`src/rtl/lrupr_pkg.sv`:
```
`timescale 1ns / 1ps
// Shared types and constants for the LRU page-replacement tracker.
package lrupr_pkg;

	localparam int ENTRIES = 16;
	localparam int PAGE_W  = 7;
	localparam int IDX_W   = (ENTRIES > 1) ? $clog2(ENTRIES) : 1;
	localparam int RANK_W  = IDX_W;
	localparam int OCC_W   = $clog2(ENTRIES + 1);
	localparam int CAP_W   = 5;
	localparam int CNT_W   = 32;

	localparam int PADDR_W = 3;
	localparam int PDATA_W = 32;

	// Register index, taken from the word address.
	localparam logic REG_CAPACITY = 1'b0;

	localparam logic [CAP_W-1:0] CAP_RESET = CAP_W'(ENTRIES);

	typedef logic [PAGE_W-1:0] page_t;
	typedef logic [IDX_W-1:0]  idx_t;
	typedef logic [RANK_W-1:0] rank_t;
	typedef logic [OCC_W-1:0]  occ_t;
	typedef logic [CAP_W-1:0]  cap_t;
	typedef logic [CNT_W-1:0]  cnt_t;

endpackage

```
`src/rtl/lrupr_req_if.sv`:
```
`timescale 1ns / 1ps
// Request channel: one page reference per request.
interface lrupr_req_if;
	logic                 valid;
	logic                 ready;
	lrupr_pkg::page_t     page;

	modport source (output valid, output page, input ready);
	modport sink   (input valid, input page, output ready);
endinterface

```
`src/rtl/lrupr_rsp_if.sv`:
```
`timescale 1ns / 1ps
// Result channel: hit, eviction, counters and occupancy for one reference.
interface lrupr_rsp_if;
	logic                 valid;
	logic                 ready;
	logic                 hit;
	logic                 evicted_valid;
	lrupr_pkg::page_t     evicted_page;
	lrupr_pkg::cnt_t      fault_count;
	lrupr_pkg::cnt_t      access_count;
	lrupr_pkg::occ_t      occupancy;

	modport source (
		output valid, output hit, output evicted_valid, output evicted_page,
		output fault_count, output access_count, output occupancy, input ready
	);
	modport sink (
		input valid, input hit, input evicted_valid, input evicted_page,
		input fault_count, input access_count, input occupancy, output ready
	);
endinterface

```
`src/rtl/lru_page_replacement.sv`:
```
`timescale 1ns / 1ps
// Top level of the fully associative LRU page-replacement tracker.
//
//  Channel  Dir  Handshake          Contents
//  req      in   valid/ready        page
//  rsp      out  valid/ready        hit, evicted_valid, evicted_page, fault_count,
//                                   access_count, occupancy
//  apb      in   psel/penable       capacity register at byte address 0
//
// One reference per cycle sustained while results are taken; a request passes the input
// register, then the result register. The frame lookup, the LRU pick and the
// rank update all happen between those two registers.
// Reset empties every frame, clears both counters and sets capacity to 16.
// A stalled result holds in the result register; one more request can wait in the
// input register, after which ready drops until the result is taken.
module lru_page_replacement (
	input  logic                           clk,
	input  logic                           arst_n,
	lrupr_req_if.sink                      req,
	lrupr_rsp_if.source                    rsp,
	input  logic                           psel,
	input  logic                           penable,
	input  logic                           pwrite,
	input  logic [lrupr_pkg::PADDR_W-1:0]  paddr,
	input  logic [lrupr_pkg::PDATA_W-1:0]  pwdata,
	output logic [lrupr_pkg::PDATA_W-1:0]  prdata,
	output logic                           pready
);

	localparam int N = lrupr_pkg::ENTRIES;

	// Configuration.
	lrupr_pkg::cap_t cap_q;
	logic            reg_sel;

	// Frame store.
	lrupr_pkg::page_t frame_page_q [N];
	lrupr_pkg::rank_t rank_q       [N];
	logic [N-1:0]     frame_valid_q;
	lrupr_pkg::occ_t  occ_q;
	lrupr_pkg::cnt_t  fault_q;
	lrupr_pkg::cnt_t  access_q;

	// Input and result registers.
	logic             valid_s1;
	lrupr_pkg::page_t page_s1;
	logic             valid_s2;
	logic             hit_s2;
	logic             ev_valid_s2;
	lrupr_pkg::page_t ev_page_s2;
	lrupr_pkg::cnt_t  fault_s2;
	lrupr_pkg::cnt_t  access_s2;
	lrupr_pkg::occ_t  occ_s2;

	// Handshake.
	logic s2_free;
	logic adv_s1;
	logic req_acc;

	// Lookup results.
	logic             found;
	lrupr_pkg::idx_t  found_idx;
	logic             free_found;
	lrupr_pkg::idx_t  free_idx;
	logic             lru_found;
	lrupr_pkg::idx_t  lru_idx;
	lrupr_pkg::rank_t lru_rank;
	lrupr_pkg::occ_t  cap_eff;
	logic             do_ins;
	logic             do_evict;
	logic             act;
	lrupr_pkg::idx_t  tgt_idx;
	lrupr_pkg::rank_t old_rank;
	lrupr_pkg::rank_t rank_n [N];
	lrupr_pkg::cnt_t  fault_n;
	lrupr_pkg::cnt_t  access_n;
	lrupr_pkg::occ_t  occ_n;
	lrupr_pkg::page_t ev_page_n;

	// APB port: zero-wait, register index from the word address.
	assign pready  = 1'b1;
	assign reg_sel = (paddr[2] == lrupr_pkg::REG_CAPACITY);
	assign prdata  = reg_sel ? lrupr_pkg::PDATA_W'(cap_q) : '0;

	always_ff @(posedge clk or negedge arst_n) begin
		if (!arst_n) begin
			cap_q <= lrupr_pkg::CAP_RESET;
		end else if (psel && penable && pwrite && pready && reg_sel) begin
			cap_q <= pwdata[lrupr_pkg::CAP_W-1:0];
		end
	end

	assign s2_free   = !valid_s2 || rsp.ready;
	assign adv_s1    = valid_s1 && s2_free;
	assign req.ready = !valid_s1 || s2_free;
	assign req_acc   = req.valid && req.ready;

	// Capacity is clamped to the range 1 to ENTRIES.
	always_comb begin
		if (cap_q == '0) begin
			cap_eff = lrupr_pkg::OCC_W'(1);
		end else if (lrupr_pkg::OCC_W'(cap_q) > lrupr_pkg::OCC_W'(N) ||
				cap_q > lrupr_pkg::CAP_W'(N)) begin
			cap_eff = lrupr_pkg::OCC_W'(N);
		end else begin
			cap_eff = lrupr_pkg::OCC_W'(cap_q);
		end
	end

	// Parallel search; scanning downward leaves the lowest matching frame.
	// Valid ranks are distinct and run from 0 to occupancy-1, so the LRU frame is
	// the one whose rank equals occupancy-1.
	always_comb begin
		found      = 1'b0;
		found_idx  = '0;
		free_found = 1'b0;
		free_idx   = '0;
		lru_found  = 1'b0;
		lru_idx    = '0;
		for (int i = N - 1; i >= 0; i--) begin
			if (frame_valid_q[i] && frame_page_q[i] == page_s1) begin
				found     = 1'b1;
				found_idx = lrupr_pkg::IDX_W'(i);
			end
			if (!frame_valid_q[i]) begin
				free_found = 1'b1;
				free_idx   = lrupr_pkg::IDX_W'(i);
			end
			if (frame_valid_q[i] &&
					rank_q[i] == lrupr_pkg::RANK_W'(occ_q - lrupr_pkg::OCC_W'(1))) begin
				lru_found = 1'b1;
				lru_idx   = lrupr_pkg::IDX_W'(i);
			end
		end
	end

	assign lru_rank  = rank_q[lru_idx];
	assign do_ins    = !found && (occ_q < cap_eff) && free_found;
	assign do_evict  = !found && !do_ins && lru_found;
	assign act       = found || do_ins || do_evict;
	assign tgt_idx   = found ? found_idx : (do_ins ? free_idx : lru_idx);
	assign old_rank  = found ? rank_q[found_idx] : lru_rank;
	assign ev_page_n = do_evict ? frame_page_q[lru_idx] : '0;

	// The touched frame goes to rank 0; frames more recent than its old rank age by
	// one. An insert ages every valid frame.
	always_comb begin
		for (int i = 0; i < N; i++) begin
			if (act && tgt_idx == lrupr_pkg::IDX_W'(i)) begin
				rank_n[i] = '0;
			end else if (act && frame_valid_q[i] && (do_ins || rank_q[i] < old_rank)) begin
				rank_n[i] = rank_q[i] + lrupr_pkg::RANK_W'(1);
			end else begin
				rank_n[i] = rank_q[i];
			end
		end
	end

	assign access_n = (access_q == '1) ? access_q : access_q + lrupr_pkg::CNT_W'(1);
	assign fault_n  = (found || fault_q == '1) ? fault_q : fault_q + lrupr_pkg::CNT_W'(1);
	assign occ_n    = do_ins ? occ_q + lrupr_pkg::OCC_W'(1) : occ_q;

	always_ff @(posedge clk or negedge arst_n) begin
		if (!arst_n) begin
			frame_valid_q <= '0;
			occ_q         <= '0;
			fault_q       <= '0;
			access_q      <= '0;
			for (int i = 0; i < N; i++) begin
				frame_page_q[i] <= '0;
				rank_q[i]       <= '0;
			end
		end else if (adv_s1) begin
			occ_q    <= occ_n;
			fault_q  <= fault_n;
			access_q <= access_n;
			for (int i = 0; i < N; i++) begin
				rank_q[i] <= rank_n[i];
			end
			if (do_ins || do_evict) begin
				frame_page_q[tgt_idx] <= page_s1;
			end
			if (do_ins) begin
				frame_valid_q[tgt_idx] <= 1'b1;
			end
		end
	end

	always_ff @(posedge clk or negedge arst_n) begin
		if (!arst_n) begin
			valid_s1 <= 1'b0;
			valid_s2 <= 1'b0;
		end else begin
			if (req_acc) begin
				valid_s1 <= 1'b1;
			end else if (adv_s1) begin
				valid_s1 <= 1'b0;
			end
			if (adv_s1) begin
				valid_s2 <= 1'b1;
			end else if (rsp.ready) begin
				valid_s2 <= 1'b0;
			end
		end
	end

	always_ff @(posedge clk) begin
		if (req_acc) begin
			page_s1 <= req.page;
		end
		if (adv_s1) begin
			hit_s2      <= found;
			ev_valid_s2 <= do_evict;
			ev_page_s2  <= ev_page_n;
			fault_s2    <= fault_n;
			access_s2   <= access_n;
			occ_s2      <= occ_n;
		end
	end

	assign rsp.valid         = valid_s2;
	assign rsp.hit           = hit_s2;
	assign rsp.evicted_valid = ev_valid_s2;
	assign rsp.evicted_page  = ev_page_s2;
	assign rsp.fault_count   = fault_s2;
	assign rsp.access_count  = access_s2;
	assign rsp.occupancy     = occ_s2;

	// A hit never evicts.
	a_hit_no_evict: assert property (@(posedge clk) disable iff (!arst_n)
		rsp.valid |-> !(rsp.hit && rsp.evicted_valid))
		else $error("hit result also reports an eviction");

	// The occupancy count tracks the number of valid frames.
	a_occ_matches: assert property (@(posedge clk) disable iff (!arst_n)
		$countones(frame_valid_q) == 32'(occ_q))
		else $error("occupancy count disagrees with valid frames");

	// A fault that does not evict fills one more frame.
	a_insert_grows: assert property (@(posedge clk) disable iff (!arst_n)
		(adv_s1 && !found && !do_evict) |=> occ_q == $past(occ_q) + lrupr_pkg::OCC_W'(1))
		else $error("fault without eviction did not add a frame");

	// Every reference finds a frame to touch.
	a_always_acts: assert property (@(posedge clk) disable iff (!arst_n)
		adv_s1 |-> act)
		else $error("reference neither hit, inserted nor evicted");

endmodule

```
`src/flat_wrapper.sv`:
```
// flat-port wrapper written by rule: the top's interface ports become plain ports
module lru_page_replacement_flat 
  (clk, arst_n, psel, penable, pwrite, paddr, pwdata, prdata, pready, req_valid, req_page, req_ready, rsp_valid, rsp_hit, rsp_evicted_valid, rsp_evicted_page, rsp_fault_count, rsp_access_count, rsp_occupancy, rsp_ready);
  lrupr_req_if req_i ();
  lrupr_rsp_if rsp_i ();
  input  logic clk;
  input  logic arst_n;
  input  logic psel;
  input  logic penable;
  input  logic pwrite;
  input  logic [lrupr_pkg::PADDR_W-1:0] paddr;
  input  logic [lrupr_pkg::PDATA_W-1:0] pwdata;
  output logic [lrupr_pkg::PDATA_W-1:0] prdata;
  output logic pready;
  input wire logic [$bits(req_i.valid)-1:0] req_valid;
  input wire logic [$bits(req_i.page)-1:0] req_page;
  output wire logic [$bits(req_i.ready)-1:0] req_ready;
  output wire logic [$bits(rsp_i.valid)-1:0] rsp_valid;
  output wire logic [$bits(rsp_i.hit)-1:0] rsp_hit;
  output wire logic [$bits(rsp_i.evicted_valid)-1:0] rsp_evicted_valid;
  output wire logic [$bits(rsp_i.evicted_page)-1:0] rsp_evicted_page;
  output wire logic [$bits(rsp_i.fault_count)-1:0] rsp_fault_count;
  output wire logic [$bits(rsp_i.access_count)-1:0] rsp_access_count;
  output wire logic [$bits(rsp_i.occupancy)-1:0] rsp_occupancy;
  input wire logic [$bits(rsp_i.ready)-1:0] rsp_ready;
  assign req_i.valid = req_valid;
  assign req_i.page = req_page;
  assign req_ready = req_i.ready;
  assign rsp_valid = rsp_i.valid;
  assign rsp_hit = rsp_i.hit;
  assign rsp_evicted_valid = rsp_i.evicted_valid;
  assign rsp_evicted_page = rsp_i.evicted_page;
  assign rsp_fault_count = rsp_i.fault_count;
  assign rsp_access_count = rsp_i.access_count;
  assign rsp_occupancy = rsp_i.occupancy;
  assign rsp_i.ready = rsp_ready;
  lru_page_replacement u_core (.clk(clk), .arst_n(arst_n), .req(req_i), .rsp(rsp_i), .psel(psel), .penable(penable), .pwrite(pwrite), .paddr(paddr), .pwdata(pwdata), .prdata(prdata), .pready(pready));
endmodule
```
`config.mk`:
```
export PLATFORM = sky130hd
export DESIGN_NAME = lru_page_replacement_flat
export DESIGN_NICKNAME = d
export VERILOG_FILES = /design/src/rtl/lrupr_pkg.sv /design/src/rtl/lrupr_req_if.sv /design/src/rtl/lrupr_rsp_if.sv /design/src/rtl/lru_page_replacement.sv /design/src/flat_wrapper.sv
export SDC_FILE = /design/constraint.sdc
export NUM_CORES = 1
export LEC_CHECK = 0
export BUFFER_PORTS_ARGS = -buffer_cell sky130_fd_sc_hd__buf_2
export CAP_MARGIN = 5
export CORE_MARGIN = 10
export CORE_UTILIZATION = 52
export CTS_CLUSTER_SIZE = 12
export DETAILED_ROUTE_END_ITERATION = 10
export PLACE_DENSITY = 0.7
export SLEW_MARGIN = 20
export SYNTH_ARGS = -nofsm -noshare
export SYNTH_HDL_FRONTEND = slang
export SYNTH_SLANG_ARGS = --single-unit
```
`constraint.sdc`:
```
create_clock -name clk -period 7.5 [get_ports clk]
set_input_delay 1.125 -clock clk [delete_from_list [all_inputs] [get_ports clk]]
set_output_delay 1.125 -clock clk [all_outputs]
set_load 0.01 [all_outputs]
```
==> results.json <==
{
  "hold_depth": 1,
  "crit_arrival_ns": 7.04,
  "coreArea_um2": 45300,
  "drtIter0Drc": 1918,
  "routed_via_density": 6.24,
  "rsz0062_at_grt": "false",
  "cp-startpoint": "u_core.occ_q[1]",
  "num_rows": 78,
  "vias": 18900,
  "worst-path-max-fanout": 43,
  "synth_area_per_cell_um2": 10.1,
  "nets": 2518,
  "hold_viol": 0,
  "postCtsHoldBufs": 0,
  "grt_max_degree": 154,
  "drc": 0,
  "tightest_slew_ns": 1.08,
  "r2r-start": "u_core.occ_q[1]",
  "syn_area_um2": 23800,
  "cp_slowest_cell": "nor2_4",
  "io_pins": 162,
  "grt_pass1_vias": 18500,
  "start_util_pct": 52.5,
  "routed_wl_um": 67600,
  "htree_levels": 2,
  "cp.required_ns": 7.94,
  "status": "completed",
  "cap_violations": 0,
  "layout_commonest_cell": "dfrtp_1",
  "insertion_delay_ns": 0.57,
  "die_y_um": 234,
  "grt_pass1_wl_um": 106000,
  "drv_slew": 0,
  "drtAntennaViolNets": 0,
  "gp_congestion": 0.944,
  "crit_chain": "inv_1, ha_1, buf_4, xnor2_1, nor4_1, nand2_1, a32oi_1, a21oi_1, nor2_4, nor2_1, a211oi_1, a21oi_1, mux2i_1, mux2i_1, mux2i_2, buf_4, ha_1, a211oi_1, o21ai_0, a31oi_1, nand2_1, a31o_2",
  "finalSetupTns_ns": 0,
  "yosysUniqueCellTypes": 92,
  "fmaxAchievable_mhz": 152,
  "cpPeakStageDelay_ns": 0.88,
  "layout_common_cells": "dfrtp_1 (267), nand2_1 (187), nor2_1 (157), xor2_1 (146), mux2_2 (146)",
  "cts_root_buf": "clkbuf_16",
  "firstDrtPassIters": 6,
  "clkTransAtPathRegs_ns": 0.06,
  "yosysWarnings": 0,
  "cts_sinks": 353,
  "setup_violations": 0,
  "io_buffers": 104,
  "synthCells": 2365,
  "ys_ff_latch": 353,
  "min-delay-start": "u_core.access_q[28]",
  "async_flop_share_pct": 75.9,
  "drive_gt1_share_pct": 17.5,
  "grt-ovfl-total": 0,
  "cts_tree": "built",
  "slew_headroom_pct": 27.5,
  "num_antenna_cells": 0,
  "track_usage_pct": 24.4,
  "yosysSeqAreaShare_pct": 38.9,
  "synthFlopType": "dfrtp_1",
  "fp.dieArea_um2": 54700,
  "postCtsSetupBuffers": 0,
  "ff2ff_path_depth": 22,
  "dieWidth_um": 234,
  "hpwl_um": 47200,
  "crit_type": "reg -> reg",
  "fin_crit_sh_pct": 88.0,
  "synth-edff-count": 85,
  "crit_path_end_kind": "flip-flop",
  "final.min_clock_period_ns": 6.60,
  "hold_class": "reg -> reg",
  "area_growth_pct": 9.15,
  "cts_resized": 0,
  "cts_inserted_buffers": 41,
  "cts_buffer_depth": 3,
  "skew_ns": 0.0232,
  "startpoint_type": "flip-flop",
  "antenna_found_initial": 0,
  "post_drt_wl_per_cell_um": 22.3
}
==> metrics by stage <==
step           hold WS [ns]  cells  util [%]  setup slack [ns]  instance area (µm²)
4_1_cts               0.509   3029      57.3              1.06                26000
3_3_place_gp          0.486   2954      54.4              1.13                24600
6_report              0.513   3029      57.3             0.902                26000
3_5_place_dp          0.502   2954      54.4              1.11                24600
5_1_grt               0.533   3029      57.3             0.455                26000
2_1_floorplan         0.457   2391         -             0.847                23900
==> registers in the layout, summed over array words and instances (netlist names) <==
register,cells
u_core.access_q,32
u_core.cap_q,5
u_core.fault_q,32
u_core.frame_page_q,112
u_core.frame_valid_q,16
u_core.occ_q,5
u_core.page_s1,7
u_core.rank_q,64
u_core.rsp.access_count,32
u_core.rsp.evicted_page,7
u_core.rsp.evicted_valid,1
u_core.rsp.fault_count,32
u_core.rsp.hit,1
u_core.rsp.occupancy,5
u_core.rsp.valid,1
u_core.valid_s1,1
==> final timing paths <==
check / to / slack, ns
max: u_core.rank_q[38] / 0.90
min: u_core.access_q[28] / 0.51
max reg2reg: u_core.rank_q[38] / 0.90
min reg2reg: u_core.access_q[28] / 0.51
max in group asynchronous: u_core.cap_q[0] / 5.40
min in group asynchronous: u_core.frame_page_q[66] / 0.66
==> cell usage after synthesis, drive strengths merged, types with 11 or more instances <==
cell type  instances  area share (%)
nand3            106             2.3
clkbuf            94             1.5
o211ai            43             1.4
a21oi             57             1.2
a21o              55             1.7
edfxtp            85              11
a31o              11            0.41
nor2b             25            0.66
nand4             53             1.4
inv               50            0.79
mux2             149             7.1
a41o              13            0.55
nor2             166             2.7
buf              100             2.7
or2               13            0.34
a211oi            63             2.0
o21bai            11            0.35
ha                72             3.8
xnor2            137             5.1
a31oi             21            0.58
xnor3             24             2.3
dfrtp            267              28
o21ai             92             2.0
nand4b            19            0.70
and4              17            0.63
and2              15            0.39
a32o              28             1.2
nor4              22            0.69
o31ai             15            0.82
and3              18            0.47
xor2             146             5.4
nand2            190             3.0
nor3              30            0.68
mux2i             80             3.4
==> final cells by class <==
cell class,count,area [µm²]
Fill cell,3896,19300
Multi-Input combinational cell,1792,13500
Sequential cell,353,9260
Clock buffer,64,1190
Timing Repair Buffer,157,941
Tap cell,600,751
Inverter,52,198
Clock inverter,11,144
==> per-layer routing <==
layer  routed length [µm]  global-route usage [%]  share of wire (%)
met2                31900                    39.4                 47
met5                    0                       0                  0
met4                 2350                    9.47                3.5
met3                 5080                    3.93                7.5
met1                28300                    32.4                 42
==> worst max-delay path, delay by kind of cell (launching register included) <==
| kind | cells | cell delay (ns) |
|---|---|---|
| AOI/OAI and AO/OA | 8 | 1.68 |
| muxes | 3 | 0.94 |
| buffers and inverters | 3 | 0.84 |
| and+or+nand+nor | 5 | 1.73 |
| xor gates and xnor gates | 1 | 0.12 |
| adders and majority gates | 2 | 0.65 |
| DFF | 1 | 0.50 |
==> kinds of logic after synthesis <==
| group | Yosys count | synth area share (%) |
|---|---|---|
| compound gates | 460 | 14.2 |
| xor+xnor | 310 | 13.0 |
| fa+ha+maj | 72 | 3.79 |
| buf+inv | 246 | 5.05 |
| flops | 353 | 38.9 |
| mux | 229 | 10.4 |
| other cells | 2 | 0.0316 |
| simple gates | 693 | 14.5 |
Power is not shown: default switching activity piles up to over one toggle a cycle in this logic, so the estimate is an artifact.
